**src/assert_macros.svh**
```systemverilog
// Assertion macros shared by the period meter RTL.
// No dependencies; included by modules that carry concurrent checks.
`ifndef ASSERT_MACROS_SVH
`define ASSERT_MACROS_SVH

// Check a property on every clock edge outside reset.
`define DCPM_ASSERT(lbl, clk, rst_n, prop, msg) \
    lbl: assert property (@(posedge clk) disable iff (!(rst_n)) (prop)) \
        else $error(msg);

// Check a property on every clock edge, reset included.
`define DCPM_ASSERT_ALWAYS(lbl, clk, prop, msg) \
    lbl: assert property (@(posedge clk) (prop)) \
        else $error(msg);

`endif

```
**src/dcpm_pkg.sv**
```systemverilog
// Shared constants and types for the debounced crossing period meter.
// No dependencies; used by every RTL file but the skid and the macros.
package dcpm_pkg;

    // Default widths of the tick counter and converter samples
    localparam int TICK_WIDTH_DEFAULT   = 16;
    localparam int SAMPLE_WIDTH_DEFAULT = 12;

    // Debounce run counters and hit count register
    localparam int RUN_WIDTH = 8;

    // Configuration register indexes
    localparam int CFG_INDEX_WIDTH = 2;
    localparam logic [CFG_INDEX_WIDTH-1:0] CFG_LEVEL_THRESHOLD = 2'd0;
    localparam logic [CFG_INDEX_WIDTH-1:0] CFG_DEBOUNCE_HITS   = 2'd1;

    // Register reset values
    localparam int                   THRESHOLD_RESET = 512;
    localparam logic [RUN_WIDTH-1:0] HITS_RESET      = 8'd5;

    // Input item codes
    localparam logic ACTION_SAMPLE = 1'b0;
    localparam logic ACTION_TICK   = 1'b1;

    // Per-request control handed to the measurement core
    typedef struct packed {
        logic accept;
        logic action;
    } t_item_ctl;

endpackage

```
**src/dcpm_if.sv**
```systemverilog
// Handshake interfaces for the period meter channels.
// Uses dcpm_pkg for the configuration index width.
interface dcpm_in_if #(
    parameter int SAMPLE_WIDTH = dcpm_pkg::SAMPLE_WIDTH_DEFAULT
);
    logic                    valid;
    logic                    ready;
    logic                    action;
    logic [SAMPLE_WIDTH-1:0] sample;

    modport source (output valid, output action, output sample, input ready);
    modport sink   (input valid, input action, input sample, output ready);
endinterface

interface dcpm_out_if #(
    parameter int TICK_WIDTH = dcpm_pkg::TICK_WIDTH_DEFAULT
);
    logic                  valid;
    logic                  ready;
    logic [TICK_WIDTH-1:0] period_ticks;
    logic                  period_valid;
    logic                  indicator_on;

    modport source (output valid, output period_ticks, output period_valid,
                    output indicator_on, input ready);
    modport sink   (input valid, input period_ticks, input period_valid,
                    input indicator_on, output ready);
endinterface

interface dcpm_cfg_if #(
    parameter int DATA_WIDTH = dcpm_pkg::SAMPLE_WIDTH_DEFAULT
);
    logic                                  valid;
    logic                                  ready;
    logic [dcpm_pkg::CFG_INDEX_WIDTH-1:0]  index;
    logic [DATA_WIDTH-1:0]                 data;

    modport source (output valid, output index, output data, input ready);
    modport sink   (input valid, input index, input data, output ready);
endinterface

```
**src/dcpm_cfg_regs.sv**
```systemverilog
// Configuration registers: level threshold and debounce hit count.
// Depends on dcpm_pkg and dcpm_cfg_if.
module dcpm_cfg_regs #(
    parameter int SAMPLE_WIDTH = dcpm_pkg::SAMPLE_WIDTH_DEFAULT
) (
    input  logic                           i_clk,
    input  logic                           i_rst_n,
    dcpm_cfg_if.sink                       i_cfg,
    output logic [SAMPLE_WIDTH-1:0]        o_threshold,
    output logic [dcpm_pkg::RUN_WIDTH-1:0] o_hits
);

    logic [SAMPLE_WIDTH-1:0]        r_threshold;
    logic [dcpm_pkg::RUN_WIDTH-1:0] r_hits;

    // Writes are always taken
    assign i_cfg.ready = 1'b1;

    // Register file; unknown indexes are dropped
    always_ff @(posedge i_clk) begin
        if (!i_rst_n) begin
            r_threshold <= SAMPLE_WIDTH'(dcpm_pkg::THRESHOLD_RESET);
            r_hits      <= dcpm_pkg::HITS_RESET;
        end else if (i_cfg.valid) begin
            case (i_cfg.index)
                dcpm_pkg::CFG_LEVEL_THRESHOLD: begin
                    r_threshold <= i_cfg.data;
                end
                dcpm_pkg::CFG_DEBOUNCE_HITS: begin
                    r_hits <= i_cfg.data[dcpm_pkg::RUN_WIDTH-1:0];
                end
                default: begin
                end
            endcase
        end
    end

    assign o_threshold = r_threshold;
    assign o_hits      = r_hits;

endmodule

```
**src/dcpm_core.sv**
```systemverilog
// Measurement core: tick counter, six-phase crossing machine, period sum.
// Depends on dcpm_pkg and assert_macros.svh.
`include "assert_macros.svh"

module dcpm_core #(
    parameter int TICK_WIDTH   = dcpm_pkg::TICK_WIDTH_DEFAULT,
    parameter int SAMPLE_WIDTH = dcpm_pkg::SAMPLE_WIDTH_DEFAULT
) (
    input  logic                           i_clk,
    input  logic                           i_rst_n,
    input  dcpm_pkg::t_item_ctl            i_ctl,
    input  logic [SAMPLE_WIDTH-1:0]        i_sample,
    input  logic [SAMPLE_WIDTH-1:0]        i_threshold,
    input  logic [dcpm_pkg::RUN_WIDTH-1:0] i_hits,
    output logic [TICK_WIDTH-1:0]          o_period_ticks,
    output logic                           o_period_valid,
    output logic                           o_indicator_on
);

    typedef enum logic [2:0] {
        PH_WAIT_FALL = 3'd0,
        PH_DEB_FALL  = 3'd1,
        PH_FELL      = 3'd2,
        PH_WAIT_RISE = 3'd3,
        PH_DEB_RISE  = 3'd4,
        PH_ROSE      = 3'd5
    } t_phase;

    localparam logic [dcpm_pkg::RUN_WIDTH-1:0] RUN_ONE = dcpm_pkg::RUN_WIDTH'(1);

    t_phase                         r_phase, n_phase;
    logic [dcpm_pkg::RUN_WIDTH-1:0] r_low_run, n_low_run;
    logic [dcpm_pkg::RUN_WIDTH-1:0] r_high_run, n_high_run;
    logic [TICK_WIDTH-1:0]          r_tick_counter, n_tick_counter;
    logic [TICK_WIDTH-1:0]          r_first_half, n_first_half;
    logic                           r_indicator, n_indicator;

    logic                           w_below;
    logic [dcpm_pkg::RUN_WIDTH-1:0] w_low_bump, w_high_bump;
    logic [TICK_WIDTH-1:0]          w_period;
    logic                           w_period_valid;

    assign w_below = i_sample < i_threshold;

    // Saturating run increments
    assign w_low_bump  = (r_low_run == '1)  ? r_low_run  : r_low_run + RUN_ONE;
    assign w_high_bump = (r_high_run == '1) ? r_high_run : r_high_run + RUN_ONE;

    // Next state for one request
    always_comb begin
        n_phase        = r_phase;
        n_low_run      = r_low_run;
        n_high_run     = r_high_run;
        n_tick_counter = r_tick_counter;
        n_first_half   = r_first_half;
        n_indicator    = r_indicator;
        w_period       = '0;
        w_period_valid = 1'b0;
        if (i_ctl.accept) begin
            if (i_ctl.action == dcpm_pkg::ACTION_TICK) begin
                n_tick_counter = r_tick_counter + TICK_WIDTH'(1);
            end else begin
                case (r_phase)
                    PH_WAIT_FALL: begin
                        if (w_below) begin
                            n_phase    = PH_DEB_FALL;
                            n_low_run  = RUN_ONE;
                            n_high_run = '0;
                        end
                    end
                    PH_DEB_FALL: begin
                        if (w_below) begin
                            n_low_run = w_low_bump;
                            if (w_low_bump >= i_hits) begin
                                n_phase = PH_FELL;
                            end
                        end else begin
                            n_low_run = '0;
                        end
                    end
                    PH_FELL: begin
                        n_first_half   = r_tick_counter;
                        n_tick_counter = '0;
                        n_indicator    = 1'b1;
                        n_phase        = PH_WAIT_RISE;
                    end
                    PH_WAIT_RISE: begin
                        if (!w_below) begin
                            n_phase    = PH_DEB_RISE;
                            n_low_run  = '0;
                            n_high_run = RUN_ONE;
                        end
                    end
                    PH_DEB_RISE: begin
                        if (!w_below) begin
                            n_high_run = w_high_bump;
                            if (w_high_bump >= i_hits) begin
                                n_phase = PH_ROSE;
                            end
                        end else begin
                            n_high_run = '0;
                        end
                    end
                    PH_ROSE: begin
                        n_indicator    = 1'b0;
                        w_period       = r_tick_counter + r_first_half;
                        w_period_valid = 1'b1;
                        n_tick_counter = '0;
                        n_phase        = PH_WAIT_FALL;
                    end
                    default: begin
                    end
                endcase
            end
        end
    end

    // State registers
    always_ff @(posedge i_clk) begin
        if (!i_rst_n) begin
            r_phase        <= PH_WAIT_FALL;
            r_low_run      <= '0;
            r_high_run     <= '0;
            r_tick_counter <= '0;
            r_first_half   <= '0;
            r_indicator    <= 1'b0;
        end else begin
            r_phase        <= n_phase;
            r_low_run      <= n_low_run;
            r_high_run     <= n_high_run;
            r_tick_counter <= n_tick_counter;
            r_first_half   <= n_first_half;
            r_indicator    <= n_indicator;
        end
    end

    // Result of this request, registered in the output stage
    assign o_period_ticks = w_period;
    assign o_period_valid = w_period_valid;
    assign o_indicator_on = n_indicator;

    // Indicator is lit exactly in the rising half of the cycle
    `DCPM_ASSERT(a_indicator_phase, i_clk, i_rst_n,
        r_indicator == ((r_phase == PH_WAIT_RISE) || (r_phase == PH_DEB_RISE)
                        || (r_phase == PH_ROSE)), "indicator out of step with phase")
    // A reported period always comes with the indicator off
    `DCPM_ASSERT(a_period_dark, i_clk, i_rst_n,
        o_period_valid |-> !o_indicator_on, "period reported with indicator on")
    // Completing a measurement restarts the tick count
    `DCPM_ASSERT(a_rose_clears, i_clk, i_rst_n,
        o_period_valid |=> (r_tick_counter == '0) && (r_phase == PH_WAIT_FALL),
        "counter not cleared after period")

endmodule

```
**src/dcpm_skid.sv**
```systemverilog
// Output register with a skid stage; the skid absorbs one request under stall.
// Depends on assert_macros.svh.
`include "assert_macros.svh"

module dcpm_skid #(
    parameter int WIDTH = 18
) (
    input  logic             i_clk,
    input  logic             i_rst_n,
    input  logic             i_push,
    input  logic [WIDTH-1:0] i_data,
    output logic             o_ready,
    output logic             o_valid,
    output logic [WIDTH-1:0] o_data,
    input  logic             i_pop_ready
);

    logic             r_out_valid;
    logic [WIDTH-1:0] r_out_data;
    logic             r_skid_valid;
    logic [WIDTH-1:0] r_skid_data;
    logic             w_drain;

    assign w_drain = !r_out_valid || i_pop_ready;

    // Control: output register refills from skid first
    always_ff @(posedge i_clk) begin
        if (!i_rst_n) begin
            r_out_valid  <= 1'b0;
            r_skid_valid <= 1'b0;
        end else if (w_drain) begin
            if (r_skid_valid) begin
                r_out_valid  <= 1'b1;
                r_skid_valid <= 1'b0;
            end else begin
                r_out_valid <= i_push;
            end
        end else if (i_push) begin
            r_skid_valid <= 1'b1;
        end
    end

    // Payload, no reset needed
    always_ff @(posedge i_clk) begin
        if (w_drain) begin
            r_out_data <= r_skid_valid ? r_skid_data : i_data;
        end else if (i_push) begin
            r_skid_data <= i_data;
        end
    end

    assign o_ready = !r_skid_valid;
    assign o_valid = r_out_valid;
    assign o_data  = r_out_data;

    // Skid only ever holds a request behind a waiting output
    `DCPM_ASSERT(a_skid_behind_out, i_clk, i_rst_n,
        r_skid_valid |-> r_out_valid, "skid holds data with empty output")
    // A stalled output with a push fills the skid
    `DCPM_ASSERT(a_stall_fills, i_clk, i_rst_n,
        (r_out_valid && !i_pop_ready && i_push) |=> r_skid_valid,
        "request lost on output stall")

endmodule

```
**src/debounced_crossing_period_meter_unit.sv**
```systemverilog
// Top level of the debounced crossing period meter.
// Depends on dcpm_pkg, dcpm_if, dcpm_cfg_regs, dcpm_core and dcpm_skid.
//
//  channel  dir  modport  payload
//  -------  ---  -------  -----------------------------------------------
//  i_in     in   sink     action, sample[SAMPLE_WIDTH-1:0]
//  o_out    out  source   period_ticks[TICK_WIDTH-1:0], period_valid,
//                         indicator_on
//  i_cfg    in   sink     index[1:0] (0 threshold, 1 hits), data
//
// One request per cycle while i_in.ready is high; each yields exactly one result
// in the output register. The per-request work is a compare, a run increment and
// a tick add in the core. Synchronous active-low reset restores the register
// defaults and the idle phase. A stalled output spills one result into the skid
// stage; i_in.ready drops only while the skid is occupied.
module debounced_crossing_period_meter_unit #(
    parameter int TICK_WIDTH   = dcpm_pkg::TICK_WIDTH_DEFAULT,
    parameter int SAMPLE_WIDTH = dcpm_pkg::SAMPLE_WIDTH_DEFAULT
) (
    input  logic        i_clk,
    input  logic        i_rst_n,
    dcpm_in_if.sink     i_in,
    dcpm_out_if.source  o_out,
    dcpm_cfg_if.sink    i_cfg
);

    localparam int RESULT_WIDTH = TICK_WIDTH + 2;

    dcpm_pkg::t_item_ctl            w_ctl;
    logic [SAMPLE_WIDTH-1:0]        w_threshold;
    logic [dcpm_pkg::RUN_WIDTH-1:0] w_hits;
    logic [TICK_WIDTH-1:0]          w_period_ticks;
    logic                           w_period_valid;
    logic                           w_indicator_on;
    logic                           w_ready;
    logic [RESULT_WIDTH-1:0]        w_result;
    logic [RESULT_WIDTH-1:0]        w_out_data;

    dcpm_cfg_regs #(
        .SAMPLE_WIDTH (SAMPLE_WIDTH)
    ) u_cfg_regs (
        .i_clk       (i_clk),
        .i_rst_n     (i_rst_n),
        .i_cfg       (i_cfg),
        .o_threshold (w_threshold),
        .o_hits      (w_hits)
    );

    // Input handshake
    assign i_in.ready   = w_ready;
    assign w_ctl.accept = i_in.valid && w_ready;
    assign w_ctl.action = i_in.action;

    dcpm_core #(
        .TICK_WIDTH   (TICK_WIDTH),
        .SAMPLE_WIDTH (SAMPLE_WIDTH)
    ) u_core (
        .i_clk          (i_clk),
        .i_rst_n        (i_rst_n),
        .i_ctl          (w_ctl),
        .i_sample       (i_in.sample),
        .i_threshold    (w_threshold),
        .i_hits         (w_hits),
        .o_period_ticks (w_period_ticks),
        .o_period_valid (w_period_valid),
        .o_indicator_on (w_indicator_on)
    );

    assign w_result = {w_period_ticks, w_period_valid, w_indicator_on};

    dcpm_skid #(
        .WIDTH (RESULT_WIDTH)
    ) u_skid (
        .i_clk       (i_clk),
        .i_rst_n     (i_rst_n),
        .i_push      (w_ctl.accept),
        .i_data      (w_result),
        .o_ready     (w_ready),
        .o_valid     (o_out.valid),
        .o_data      (w_out_data),
        .i_pop_ready (o_out.ready)
    );

    // Result fields
    assign o_out.period_ticks = w_out_data[RESULT_WIDTH-1:2];
    assign o_out.period_valid = w_out_data[1];
    assign o_out.indicator_on = w_out_data[0];

endmodule

```
**src/flat_wrapper.sv**
```systemverilog
// flat-port wrapper written by rule: the top's interface ports become plain ports
module debounced_crossing_period_meter_unit_flat 
#(
    parameter int TICK_WIDTH   = dcpm_pkg::TICK_WIDTH_DEFAULT,
    parameter int SAMPLE_WIDTH = dcpm_pkg::SAMPLE_WIDTH_DEFAULT
)
  (i_clk, i_rst_n, i_in_valid, i_in_action, i_in_sample, i_in_ready, o_out_valid, o_out_period_ticks, o_out_period_valid, o_out_indicator_on, o_out_ready, i_cfg_valid, i_cfg_index, i_cfg_data, i_cfg_ready);
  dcpm_in_if #(.SAMPLE_WIDTH(SAMPLE_WIDTH)) i_in_i ();
  dcpm_out_if #(.TICK_WIDTH(TICK_WIDTH)) o_out_i ();
  dcpm_cfg_if #(.DATA_WIDTH((dcpm_pkg::SAMPLE_WIDTH_DEFAULT))) i_cfg_i ();
  input  logic i_clk;
  input  logic i_rst_n;
  input wire logic [$bits(i_in_i.valid)-1:0] i_in_valid;
  input wire logic [$bits(i_in_i.action)-1:0] i_in_action;
  input wire logic [$bits(i_in_i.sample)-1:0] i_in_sample;
  output wire logic [$bits(i_in_i.ready)-1:0] i_in_ready;
  output wire logic [$bits(o_out_i.valid)-1:0] o_out_valid;
  output wire logic [$bits(o_out_i.period_ticks)-1:0] o_out_period_ticks;
  output wire logic [$bits(o_out_i.period_valid)-1:0] o_out_period_valid;
  output wire logic [$bits(o_out_i.indicator_on)-1:0] o_out_indicator_on;
  input wire logic [$bits(o_out_i.ready)-1:0] o_out_ready;
  input wire logic [$bits(i_cfg_i.valid)-1:0] i_cfg_valid;
  input wire logic [$bits(i_cfg_i.index)-1:0] i_cfg_index;
  input wire logic [$bits(i_cfg_i.data)-1:0] i_cfg_data;
  output wire logic [$bits(i_cfg_i.ready)-1:0] i_cfg_ready;
  assign i_in_i.valid = i_in_valid;
  assign i_in_i.action = i_in_action;
  assign i_in_i.sample = i_in_sample;
  assign i_in_ready = i_in_i.ready;
  assign o_out_valid = o_out_i.valid;
  assign o_out_period_ticks = o_out_i.period_ticks;
  assign o_out_period_valid = o_out_i.period_valid;
  assign o_out_indicator_on = o_out_i.indicator_on;
  assign o_out_i.ready = o_out_ready;
  assign i_cfg_i.valid = i_cfg_valid;
  assign i_cfg_i.index = i_cfg_index;
  assign i_cfg_i.data = i_cfg_data;
  assign i_cfg_ready = i_cfg_i.ready;
  debounced_crossing_period_meter_unit #(.TICK_WIDTH(TICK_WIDTH), .SAMPLE_WIDTH(SAMPLE_WIDTH)) u_core (.i_clk(i_clk), .i_rst_n(i_rst_n), .i_in(i_in_i), .o_out(o_out_i), .i_cfg(i_cfg_i));
endmodule
```
**config.mk**
```make
export PLATFORM = sky130hd
export DESIGN_NAME = debounced_crossing_period_meter_unit_flat
export DESIGN_NICKNAME = d
export VERILOG_FILES = /design/src/dcpm_pkg.sv /design/src/dcpm_if.sv /design/src/dcpm_cfg_regs.sv /design/src/dcpm_core.sv /design/src/dcpm_skid.sv /design/src/debounced_crossing_period_meter_unit.sv /design/src/flat_wrapper.sv
export VERILOG_INCLUDE_DIRS = /design/src /design/src/src
export SDC_FILE = /design/constraint.sdc
export NUM_CORES = 1
export LEC_CHECK = 0
export BUFFER_PORTS_ARGS = -buffer_cell sky130_fd_sc_hd__clkbuf_2
export CORE_MARGIN = 2
export CORE_UTILIZATION = 29
export CTS_BUF_LIST = sky130_fd_sc_hd__clkbuf_4
export DETAILED_ROUTE_END_ITERATION = 10
export RECOVER_POWER = 25
export SLEW_MARGIN = 20
export SYNTH_ARGS = -nofsm -noshare
export SYNTH_HDL_FRONTEND = slang
export SYNTH_SLANG_ARGS = --single-unit
```
**constraint.sdc**
```tcl
create_clock -name i_clk -period 3.15 [get_ports i_clk]
set_input_delay 0.1575 -clock i_clk [delete_from_list [all_inputs] [get_ports i_clk]]
set_output_delay 0.1575 -clock i_clk [all_outputs]
set_load 0.02 [all_outputs]
```
==> results of run 1 <==
## critical path, stage by stage, from the launching register on
cell,delay (ps)
dfxtp_2,420
ha_1,230
nand3_1,150
or2_4,320
mux2_2,290
ha_1,280
a211o_1,110
o2111ai_1,110
a211oi_2,230
o32ai_2,120
or4_1,410
a31oi_1,160
## routing by layer
metal  vias up  track usage [%]
li1       2447                -
met1      2112            14.88
met2        60            20.00
met3         8            2.253
met4         0            3.654
met5         -                0
## Yosys cell counts (5+ instances only)
cell,n,area (um^2)
a21o_1,14,105.1
o21ai_0,9,45.04
xor2_1,12,105.1
clkbuf_1,19,71.32
nand2_1,96,360.4
nand3_1,34,170.2
xnor2_1,17,148.9
and3_1,7,43.79
o21ai_1,10,50.05
nand2b_1,5,31.28
buf_2,5,25.02
or3b_1,5,43.79
and2_1,6,37.54
o21a_1,13,97.59
nand4_1,10,62.56
a21oi_1,58,290.3
edfxtp_1,36,1081
nor2_1,46,172.7
nor3_1,13,65.06
inv_1,34,127.6
dfxtp_1,74,1481
mux2i_1,10,100.1
ha_1,45,563.0
## sequential cells by signal, summed over array words and instances (netlist names)
name	cells
u_core.u_core.r_indicator	1
u_core.u_skid.r_skid_data	18
u_core.u_skid.r_skid_valid	1
u_core.u_cfg_regs.o_threshold	12
u_core.u_core.r_first_half	16
u_core.u_core.r_phase	3
u_core.u_core.r_high_run	8
u_core.u_skid.o_valid	1
u_core.u_skid.o_data	18
u_core.u_core.r_tick_counter	16
u_core.u_cfg_regs.o_hits	8
u_core.u_core.r_low_run	8
## layout make-up
| class | count | area (um^2) | share of cell area (%) |
|---|---|---|---|
| antenna | 1 | 2.502 | 0.03650 |
| sequential | 110 | 2566 | 37.43 |
| tap | 270 | 337.8 | 4.927 |
| timing repair buffer | 75 | 459.2 | 6.697 |
| clock buffer | 9 | 67.56 | 0.9854 |
| clock inverter | 7 | 81.33 | 1.186 |
| inverter | 34 | 127.6 | 1.861 |
| multi-input combinational | 485 | 3214 | 46.88 |
## kinds of logic after synthesis
kind of cell | count (synthesis) | share of synthesized area, %
AOI/OAI and AO/OA | 143 | 15.99
xor gates and xnor gates | 29 | 4.242
adders and majority gates | 46 | 9.739
buffers and inverters | 60 | 4.054
DFF | 110 | 42.80
muxes | 14 | 2.424
other | 1 | 0.06264
and+or+nand+nor | 252 | 20.69
## how the worst min path moves through the flow
stage	start	to	slack [ps]	cells after the start
after floorplan	i_cfg_data[0]	u_core.u_cfg_regs.o_hits[0]$_SDFFE_PN1P_	280	2
after global placement	i_cfg_data[11]	u_core.u_cfg_regs.o_threshold[11]$_SDFFE_PN0P_	380	3
after detailed placement	i_cfg_data[11]	u_core.u_cfg_regs.o_threshold[11]$_SDFFE_PN0P_	390	3
after CTS	i_rst_n	u_core.u_cfg_regs.o_hits[2]$_SDFFE_PN1P_	20	3
after global routing	i_rst_n	u_core.u_cfg_regs.o_hits[0]$_SDFFE_PN1P_	60	3
final	i_rst_n	u_core.u_cfg_regs.o_hits[2]$_SDFFE_PN1P_	60	3
## power breakdown
group / total [mW] / internal [mW] / leakage, nW / switching [mW]
clock: 0.729 / 0.197 / 0.0805 / 0.533
sequential: 1.51 / 1.49 / 0.961 / 0.0174
combinational: 0.233 / 0.0925 / 1.61 / 0.141
total: 2.47 / 1.78 / 2.65 / 0.691
## metrics by stage
| step | utilization, % | setup WS (ps) | std cells |
|---|---|---|---|
| detailed placement | 32.32 | 57.66 | 960 |
| CTS | 33.75 | 32.74 | 990 |
| global route | 33.89 | 2.719 | 991 |
| floorplan | - | 283.8 | 655 |
| finish | 33.89 | 219.1 | 991 |
| global placement | 32.32 | 143.8 | 960 |
## repair_timing
item | 4_1_cts | 5_1_grt
resized for setup | 0 | 10
setup endpoints to repair | 0 | 3
endpoints found under the hold margin | 23 | 0
buffers inserted | 0 | 0
hold buffers | 14 | 0
==> qor.yml, run 1 <==
syn_nets: 733
fmax_ghz: 0.3412
drc: 0
rr_startpoint: "u_core.u_core.r_high_run[0]$_SDFFE_PN0P_"
io_pins: 53
cts_tree: "built"
worst_setup_path_start_kind: "flop"
io_buffer_count: 51
yosysSeqAreaShare_pct: 42.80
status: "complete, no violations"
p_leak_nw: 2.649
dr_wl_met2_um: 5779
gp_congestion: 0.8007
die_h_um: 147.7
clock-sinks: 110
synth_cell_types: 69
hold_path_class: "in -> reg"
placed_area_um2: 6540
slew_violations: 0
netlist_area_um2: 5987
vdd_drop_max_v: 0.0001430
synthCells: 655
drt_iter0_drc: 210
design_area_um2: 6857
power_mw: 2.474
cp-startpoint: "u_core.u_core.r_high_run[0]$_SDFFE_PN0P_"
start_util_pct: 29.59
most-common-layout-cells: "96 x nand2_1, 71 x dfxtp_1, 57 x a21oi_1"
skew_ps: 27.55
ys_async_sr_fraction_pct: 0
cts_buffers: 9
core_area_um2: 20230
wl_per_cell_um: 12.14
arrival_ps: 3330
synth_warnings: 0
reg2reg_setup_slack_ps: 220
clkSlewWorstSetupHoldPaths_ps: 190
nFillCells: 2107
worstPathMaxFanout: 8
synth-edff-count: 36
final_hold_viol_count: 0
holdWs_ps: 55.11
wl_met1_um: 5732
antenna_left: 0
grt_pass1_wl_um: 21120
fp.dieW_um: 147.7
slew_headroom_pct: 24.64
endpoint: "u_core.u_core.r_phase[1]$_SDFFE_PN0P_"
synth-seq-cells: 110
gr-total-overflow: 0
rsz0062_at_grt: "false"
met3_wirelength_um: 380
top_layer_used: "met4"
setup_violations: 0
via_per_inst: 4.669
cp-end-kind: "flop"
min_period_ps: 2931
tightest_slew_ps: 1130
grt_pass1_vias: 4531
area_growth_pct: 14.52
die_area_um2: 21810
vias: 4627
grt_max_degree: 25
antenna_found_initial: 1
firstDrtPassIters: 4
hpwlAfterDp_um: 8903
crit_required_ps: 3550
cts_buffer_depth: 2
layout.nets: 793
wl_um: 12030
fin_tns_setup_ps: 0
min_period_over_period_pct: 93.04
grt_util_all_layers_pct: 11.68
reg2reg_depth: 11
synth-main-ff-cell: "dfxtp_1"
regToRegEndpoint: "u_core.u_core.r_phase[1]$_SDFFE_PN0P_"
ctsRootBufferMaster: "clkbuf_4"
rows: 52
setup.worst_path.class: "reg -> reg"
drv_cap: 0
final_common_cell: "nand2_1"
cts-htree-levels: 3
avgSynthCellArea_um2: 9.140
p_per_area_nw_per_um2: 360.8
final_layout_size_suffix_gt1_share_pct: 14.03
clk_latency_ps: 490
(Power assumes the default switching activity.)
==> run 2: changes to the inputs <==
- CELL_PAD_IN_SITES_DETAIL_PLACEMENT: unset -> 1
- CELL_PAD_IN_SITES_GLOBAL_PLACEMENT: unset -> 1
- PLACE_DENSITY_LB_ADDON: unset -> 0.1
==> qor.yml, run 2 (synthesis gave the netlist of run 1 again) <==
final_hold_viol_count: 0  # unchanged
tightest_slew_ps: 1238  # +107.3 ps
area_growth_pct: 14.11
skew_ps: 31.33  # +3.780 ps
nFillCells: 2383  # +13%
grt_util_all_layers_pct: 14.74  # +3.1 points
final_util_pct: 33.76  # -0.12 points
setup.worst_path.class: "reg -> reg"
fmax_ghz: 0.3400  # -0.36%
path_cells: "ha_1, and3_2, nand3_4, mux2_2, ha_1, nand2_1, o21ai_0, nand4_1, a21oi_1, o32ai_1, or4_1, a31oi_1"
cp.depth: 12  # +1
clk_latency_ps: 510  # +20 ps
arrival_ps: 3360  # +30 ps
worst_setup_path_start_kind: "flop"
grt_pass1_wl_um: 25840  # +22%
swShare_pct: 29.06  # +1.1 points
cts_tree: "built"
layout.nets: 794  # +0.13%
clkSlewWorstSetupHoldPaths_ps: 180  # about the same
gp_congestion: 0.8247  # +3.0%
setup_violations: 0  # unchanged
rsz0062_at_grt: "false"
crit_top_cell: "ha_1"
grt_max_degree: 25  # unchanged
seqPwrFrac_pct: 60.2  # -0.9 points
start_util_pct: 29.59  # unchanged
cts-htree-levels: 3  # unchanged
final.setup.worst_slack_ps: 208.6  # -10.56 ps
vdd_drop_max_v: 0.0001862  # +30%
power_switching_mw: 0.7308  # +5.8%
placed_area_um2: 6555  # +0.23%
die_h_um: 147.7  # unchanged
postCtsSetupRepairBufs: 0  # unchanged
hold_depth: 4  # +1
hold_path_class: "in -> reg"
drv_cap: 0  # unchanged
cp-startpoint: "u_core.u_core.r_low_run[1]$_SDFFE_PN0P_"
fp.dieW_um: 147.7  # unchanged
reg2reg_depth: 12  # +1
vias: 4827  # +4.3%
antenna_left: 0  # unchanged
wl_um: 15290  # +27%
cp-end-kind: "flop"
crit_required_ps: 3570  # +20 ps
drc: 0  # unchanged
worstPathMaxFanout: 8  # unchanged
drt_iter0_drc: 232  # +10%
multi_input_area_um2: 3198  # -0.51%
min_from: "i_in_action"
p_per_area_nw_per_um2: 368.1  # +2.0%
firstDrtPassIters: 4  # unchanged
die_area_um2: 21810  # unchanged
final_layout_size_suffix_gt1_share_pct: 11.23  # -2.8 points
final_common_cell: "nand2_1"
antenna_found_initial: 1  # unchanged
most-common-layout-cells: "96 x nand2_1, 73 x dfxtp_1, 58 x a21oi_1"
status: "complete, no violations"
power.internal_mw: 1.784  # about the same
min_period_over_period_pct: 93.38  # +0.34 points
crit_family: "simple AND/OR/NAND/NOR gates"
gr-total-overflow: 0  # unchanged
io_pins: 53  # unchanged
core_area_um2: 20230  # unchanged
combPwrFrac_pct: 9.4  # about the same
ctsRootBufferMaster: "clkbuf_4"
max_stage_delay_ps: 410  # about the same
fin_tns_setup_ps: 0  # unchanged
path_buf_inv: 0  # unchanged
cts_buffer_depth: 2  # unchanged
via_per_inst: 4.866  # +4.2%
hpwlAfterDp_um: 11720  # +32%
p_leak_nw: 2.599  # -1.9%
power_mw: 2.515  # +1.6%
rows: 52  # unchanged
min_period_ps: 2941  # +10.56 ps
seqCellArea_um2: 2564  # about the same
slew_violations: 0  # unchanged
wl_per_cell_um: 15.41  # +27%
grt_pass1_vias: 5193  # +15%
design_area_um2: 6832  # -0.37%
slew_headroom_pct: 17.49  # -7.2 points
worst_path_max_delay_cell: "or4_1"
cts_buffers: 9  # unchanged
power.share.clock_pct: 30.5  # +1.0 points
dp_worst_setup_slack_ps: 42.68  # -14.98 ps
clock-sinks: 110  # unchanged
io_buffer_count: 51  # unchanged
rr_startpoint: "u_core.u_core.r_low_run[1]$_SDFFE_PN0P_"
-- run 2: path summary, 6_finish.rpt --
path | slack (ps) | end
setup / recovery | 210 | u_core.u_core.r_phase[1]$_SDFFE_PN0P_
hold / removal | 90 | u_core.u_core.r_phase[2]$_SDFFE_PN0P_
setup reg to reg | 210 | u_core.u_core.r_phase[1]$_SDFFE_PN0P_
hold reg to reg | 470 | u_core.u_cfg_regs.o_threshold[11]$_SDFFE_PN0P_
-- run 2: stage by stage --
step	hold WS, ps	std cells
CTS	67.13	991
finish	85.68	992
global placement	384.8	962
floorplan	282.6	655
global route	51.81	992
detailed placement	389.7	962
-- run 2: routing by layer --
| metal | track usage, % | up-vias | share of wire [%] |
|---|---|---|---|
| met1 | 16.69 | 2355 | 43 |
| met3 | 3.179 | 5 | 2.2 |
| met4 | 2.885 | 0 | 0.80 |
| met5 | 0 | - | 0 |
| li1 | - | 2434 | - |
| met2 | 28.33 | 33 | 54 |
-- run 2: power groups by stage --
stage / logic [mW] / registers (mW) / clock network [mW]
2_1_floorplan: 0.136 / 1.55 / 0
3_3_place_gp: 0.227 / 1.54 / 0
3_5_place_dp: 0.233 / 1.54 / 0
4_1_cts: 0.246 / 1.51 / 0.818
5_1_grt: 0.264 / 1.52 / 0.866
6_report: 0.236 / 1.51 / 0.766
-- run 2: area by class of cell --
cell class,count,share of cell area (%)
repair buffers,76,6.484
multi-input cells,485,46.81
well taps,270,4.945
inverters,34,1.868
diodes,1,0.03663
clock buffers,9,0.9890
flip-flops and latches,110,37.53
clock inverters,7,1.337
-- run 2: worst reg2reg max path, stage by stage (launching register included) --
cell and delay (ps):
dfxtp_1 370, ha_1 220, and3_2 270, nand3_4 140, mux2_2 380, ha_1 280, nand2_1 50, o21ai_0 180
nand4_1 130, a21oi_1 160, o32ai_1 100, or4_1 410, a31oi_1 180
-- run 2: timing repair --
| item | CTS | global route |
|---|---|---|
| pin swaps | 0 | 0 |
| resized for setup | 1 | 4 |
| endpoints found under the setup margin | 1 | 3 |
| hold buffers | 13 | 0 |
| endpoints found under the hold margin | 22 | 0 |
